## config.mk

```make
export PLATFORM = sky130hd
export DESIGN_NAME = rlbs_ctrl
export DESIGN_NICKNAME = d
export VERILOG_FILES = /design/src/rlbs_pkg.sv /design/src/rlbs_ctrl.sv
export SDC_FILE = /design/constraint.sdc
export NUM_CORES = 1
export LEC_CHECK = 0
export BUFFER_PORTS_ARGS = -buffer_cell sky130_fd_sc_hd__buf_2
export CORE_ASPECT_RATIO = 0.75
export CORE_MARGIN = 1.5
export CORE_UTILIZATION = 45
export CTS_BUF_LIST = sky130_fd_sc_hd__clkbuf_4
export DETAILED_ROUTE_END_ITERATION = 6
export PLACE_DENSITY_LB_ADDON = 0.12
export SYNTH_ARGS = -nofsm -noshare
export SYNTH_HDL_FRONTEND = slang
export SYNTH_SLANG_ARGS = --single-unit
```

## constraint.sdc

```tcl
create_clock -name clk -period 14.2 [get_ports clk]
set_input_delay 2.13 -clock clk [delete_from_list [all_inputs] [get_ports clk]]
set_output_delay 2.13 -clock clk [all_outputs]
set_load 0.01 [all_outputs]
```

## src/rlbs_pkg.sv

```systemverilog
// Shared types and constants for the region lookup binary search core.
package rlbs_pkg;

  localparam int TABLE_DEPTH = 1024;
  localparam int POS_W       = 32;
  localparam int ADDR_W      = $clog2(TABLE_DEPTH);
  localparam int COUNT_W     = $clog2(TABLE_DEPTH + 1);

  localparam logic OP_WRITE  = 1'b0;
  localparam logic OP_SEARCH = 1'b1;

  typedef enum logic [1:0] {
    ST_IDLE,
    ST_PROBE,
    ST_CMP,
    ST_DONE
  } rlbs_state_t;

  typedef struct packed {
    logic [POS_W-1:0] start_pos;
    logic [POS_W-1:0] end_pos;
  } region_t;

  typedef struct packed {
    logic              wr_en;
    logic [ADDR_W-1:0] wr_addr;
    region_t           wr_data;
    logic              rd_en;
    logic [ADDR_W-1:0] rd_addr;
  } table_req_t;

  typedef struct packed {
    logic               found;
    logic [COUNT_W-1:0] doc_number;
    logic [POS_W-1:0]   hit_start;
    logic [POS_W-1:0]   hit_size;
  } result_t;

endpackage

```

## src/rlbs_ctrl.sv

```systemverilog
// Search sequencer: accepts items, steps the binary search, forms the result.
module rlbs_ctrl
  import rlbs_pkg::*;
(
  input  logic               clk,
  input  logic               rst,
  input  logic               in_valid,
  output logic               in_stall,
  input  logic               operation,
  input  logic [ADDR_W-1:0]  entry_index,
  input  logic [POS_W-1:0]   entry_start,
  input  logic [POS_W-1:0]   entry_end,
  input  logic [POS_W-1:0]   target,
  input  logic [COUNT_W-1:0] region_count,
  output table_req_t         table_req,
  input  region_t            rd_data,
  output logic               res_valid,
  input  logic               res_ready,
  output result_t            res
);

  localparam logic [COUNT_W-1:0] DEPTH_C = COUNT_W'(TABLE_DEPTH);

  rlbs_state_t state, state_next;

  logic [COUNT_W-1:0] lo;
  logic [COUNT_W-1:0] hi;
  logic [ADDR_W-1:0]  probe;
  logic [POS_W-1:0]   tgt;

  logic               accept;
  logic [COUNT_W-1:0] n_clamped;
  logic [COUNT_W:0]   mid_sum;
  logic [ADDR_W-1:0]  probe_calc;
  logic               go_right;
  logic               go_left;
  logic               hit_now;
  logic [COUNT_W-1:0] probe_inc;
  logic [COUNT_W-1:0] lo_next;
  logic [COUNT_W-1:0] hi_next;
  logic               finish;
  result_t            cmp_res;

  assign accept     = in_valid && !in_stall;
  assign n_clamped  = (region_count > DEPTH_C) ? DEPTH_C : region_count;
  assign mid_sum    = {1'b0, lo} + {1'b0, hi};
  assign probe_calc = mid_sum[ADDR_W:1];

  // Compare the probed region against the target.
  assign go_right  = rd_data.end_pos <= tgt;
  assign go_left   = !go_right && (tgt < rd_data.start_pos);
  assign hit_now   = !go_right && !go_left;
  assign probe_inc = {1'b0, probe} + COUNT_W'(1);
  assign lo_next   = go_right ? probe_inc : lo;
  assign hi_next   = go_left ? {1'b0, probe} : hi;
  assign finish    = hit_now || (lo_next >= hi_next);

  always_comb begin
    cmp_res.found = hit_now;
    if (hit_now) begin
      cmp_res.doc_number = {1'b0, probe};
      cmp_res.hit_start  = rd_data.start_pos;
      cmp_res.hit_size   = rd_data.end_pos - rd_data.start_pos;
    end else begin
      cmp_res.doc_number = (tgt < rd_data.start_pos) ? '0 : probe_inc;
      cmp_res.hit_start  = '0;
      cmp_res.hit_size   = '0;
    end
  end

  // Next state
  always_comb begin
    state_next = state;
    unique case (state)
      ST_IDLE: begin
        if (accept && operation == OP_SEARCH) begin
          state_next = (n_clamped == '0) ? ST_DONE : ST_PROBE;
        end
      end
      ST_PROBE: state_next = ST_CMP;
      ST_CMP:   state_next = finish ? ST_DONE : ST_PROBE;
      ST_DONE: begin
        if (res_ready) begin
          state_next = ST_IDLE;
        end
      end
      default:  state_next = ST_IDLE;
    endcase
  end

  // Outputs
  always_comb begin
    in_stall          = 1'b1;
    res_valid         = 1'b0;
    table_req.wr_en   = 1'b0;
    table_req.wr_addr = entry_index;
    table_req.wr_data = '{start_pos: entry_start, end_pos: entry_end};
    table_req.rd_en   = 1'b0;
    table_req.rd_addr = probe_calc;
    unique case (state)
      ST_IDLE: begin
        in_stall        = 1'b0;
        table_req.wr_en = in_valid && operation == OP_WRITE;
      end
      ST_PROBE: table_req.rd_en = 1'b1;
      ST_CMP:   ;
      ST_DONE:  res_valid = 1'b1;
      default:  ;
    endcase
  end

  always_ff @(posedge clk) begin
    if (rst) begin
      state <= ST_IDLE;
    end else begin
      state <= state_next;
    end
  end

  always_ff @(posedge clk) begin
    unique case (state)
      ST_IDLE: begin
        if (accept && operation == OP_SEARCH) begin
          lo  <= '0;
          hi  <= n_clamped;
          tgt <= target;
          // Empty table: miss with document number zero.
          res <= '0;
        end
      end
      ST_PROBE: probe <= probe_calc;
      ST_CMP: begin
        lo <= lo_next;
        hi <= hi_next;
        if (finish) begin
          res <= cmp_res;
        end
      end
      ST_DONE: ;
      default: ;
    endcase
  end

endmodule

```

==> flow_metrics.tcl <==
set metrics [dict create \
    cts_sinks 142 \
    path_cells "buf_2 -> ha_1 -> nand4_1 -> nor4_2 -> nand2_1 -> a31oi_4 -> nor2_2 -> buf_4 -> a211oi_2 -> mux2_2 -> ha_1 -> nand2b_1 -> a21o_1 -> a21o_1 -> a21oi_1 -> nor2b_1 -> o21ai_0 -> a21oi_1 -> o31ai_1 -> nand3_4 -> buf_4" \
    pre_cts_ws_ns 5.77 \
    die_y_um 130 \
    grt_pass1_wl_um 38200 \
    routed_wl_um 25100 \
    synth.avg_cell_area_um2 10.4 \
    final_util_pct 51.2 \
    final_layout_size_suffix_gt1_share_pct 23.5 \
    drc_errors 0 \
    core_mm2 0.0212 \
    cpMaxStageDelayCell "a211oi_2" \
    synth.most_common_cell "edfxtp_1" \
    tns_ns 0 \
    grt_max_degree 64 \
    numCtsBuffers 17 \
    firstDrtPassIters 5 \
    grt_util_all_layers_pct 22.5 \
    seqPwrFrac_pct 47.9 \
    status "finished clean" \
    globalplace.congestion 0.840 \
    setup_slack_ns 6.40 \
    p_per_area_mw_per_mm2 95.2 \
    grt_pass1_vias 6767 \
    slew_viol_final 0 \
    drtIter0Drc 474 \
    internal_power_mw 0.725 \
    cts.clk_slew.worst_paths_ns 0.13 \
    fmax_ghz 0.128 \
    synthTopCellsByCount "140 x edfxtp_1, 115 x ha_1, 96 x nor2_1" \
    ioPinCount 350 \
    place.port_buffers 201 \
    vdd_drop_max_mv 0.0473 \
    fin_skew_ns 0.0272 \
    grt_overflow_total 0 \
    finalHoldViolCount 0 \
    postCtsSetupBuffers 0 \
    ys.flop_type "edfxtp_1" \
    multiInputGateArea_mm2 0.00455 \
    synth_area_leaders "edfxtp_1 43%, ha_1 15%, buf_4 5.8%" \
    cts_tree "yes" \
    layout.nets 1377 \
    finalCritPeriodShare_pct 54.9 \
    rsz0062_at_grt "false" \
    die-area_mm2 0.0225 \
    area_growth_syn_to_layout_pct 11.4 \
    ant_nets 0 \
    synth_edf_count 140 \
    wl_per_cell_um 18.3 \
    switchingPower_mw 0.307 \
    finalSetupViolCount 0 \
    die_w_um 173 \
    synthArstFlopShare_pct 0 \
    synth_top_cell_area_share_pct 43.2 \
    cts_resized 0 \
    comb_power_share_pct 22.9 \
    synth_nets 1243 \
    min_period_ns 7.80 \
    max_cap_viol_count 0 \
    ys_types 65 \
    cp_slowest_stage_delay_ns 1.00 \
    tightest_slew_ns 1.19 \
    htreeDepth 4 \
    insertion_delay_ns 0.58 \
    clkPwrFrac_pct 29.2 \
    hp-class "flop to flop" \
    antenna_found_initial 2 \
    end_kind "flop" \
    start_util_pct 45.9 \
    yosysTopAreaCell "edfxtp_1" \
    synthCells 940 \
    rows 46 \
    path_max_fanout 42 \
    fill_cells 2037 \
    cts_root_buf "clkbuf_4" \
    seq_area_mm2 0.00424 \
    cts_max_path_buffers 2 \
    ys_ff_latch 142 \
    slew_headroom_pct 20.4 \
    p_sw_share_pct 29.7 \
    cp-start-kind "input pin" \
    hpwl_um 19700 \
    synth_seq_area_share_pct 43.6 \
    crit_type "input pin to flop" \
    synthesis.area_mm2 0.00973 \
    power_leakage_nw 5.01 \
    drt-vias-per-instance 5.20 \
    holdBufCountCts 0 \
    critPathArrivalTime_ns 8.06 \
    via_count 7157 \
    ys_warn_count 0 \
    crit_required_ns 14.46 \
]
-- critical path, delay by kind of cell --
kind	cells	cell delay (ns)
multiplexers	1	0.44
adder cells (fa/ha/maj)	2	0.55
buffers and inverters	3	0.86
AO/OA/AOI/OAI	8	2.40
AND/OR/NAND/NOR	7	1.62
-- per-stage QoR --
step                cell area (um^2)  power, mW  hold WS [ns]  cells
floorplan                       9730      0.679         0.485    940
global placement               10500      0.737         0.516   1343
detailed placement             10500      0.739         0.523   1343
CTS                            10800       1.04         0.542   1374
global route                   10800       1.08         0.571   1375
finish                         10800       1.03         0.540   1376
-- final cells by class --
cell class / count / area share (%)
clock buffers: 20 / 1.39
inverters: 83 / 2.87
clock inverters: 11 / 1.55
flip-flops and latches: 142 / 39.2
diodes: 2 / 0.0462
well taps: 288 / 3.32
multi-input cells: 623 / 42.0
repair buffers: 207 / 9.70
-- per-layer routing --
metal  global-route usage (%)  up-vias  routed length, um
met5                        0        -                  0
met2                     32.4      270              10300
met3                     5.30       44               1760
met1                     32.8     3271              12500
li1                         -     3572                  -
met4                     8.29        0                478
-- registers in the layout (all words and copies together) (netlist names) --
name,cells
lo,11
res,76
tgt,32
state,2
probe,10
hi,11
-- cells by family (layout without fill, tap and decap cells) --
| group | count (synthesis) | in the layout | share of synthesized area [%] |
|---|---|---|---|
| multiplexers | 14 | 14 | 1.48 |
| flip-flops | 142 | 142 | 43.6 |
| AND/OR/NAND/NOR | 253 | 253 | 12.7 |
| buffers and inverters | 175 | 321 | 9.76 |
| adder cells (fa/ha/maj) | 117 | 117 | 15.2 |
| other | 0 | 2 | 0 |
| XOR/XNOR | 52 | 52 | 4.68 |
| AO/OA/AOI/OAI | 187 | 187 | 12.6 |
-- cell usage in the layout, fill, tap and decap left out, types with 19 or more instances in the layout --
cell type  instances
ha_1             115
nand2_1           46
o21ai_0           40
inv_1             83
clkbuf_4          20
buf_2            201
nor2_1            96
a21oi_1           56
xnor2_1           33
edfxtp_1         140
a21o_1            35
xor2_1            19
-- power groups by stage --
stage / logic, mW / registers [mW] / clock network, mW
finish: 0.237 / 0.494 / 0.301
global route: 0.263 / 0.497 / 0.323
CTS: 0.237 / 0.494 / 0.307
detailed placement: 0.235 / 0.503 / 0
global placement: 0.233 / 0.504 / 0
floorplan: 0.173 / 0.507 / 0
-- final timing paths --
path                                       startpoint                    end  slack (ns)  cells past startpoint
worst max-delay path                      rd_data[29]  res[75]$_SDFFCE_PN0P_        6.40                     21
worst min-delay path            state[1]$_SDFFE_PP0P_  state[0]$_SDFFE_PP0P_        0.54                      2
worst max register to register      tgt[31]$_DFFE_PP_  res[75]$_SDFFCE_PN0P_        7.63                     21
worst min register to register  state[1]$_SDFFE_PP0P_  state[0]$_SDFFE_PP0P_        0.54                      2
Power figures use the tool's default switching activity.
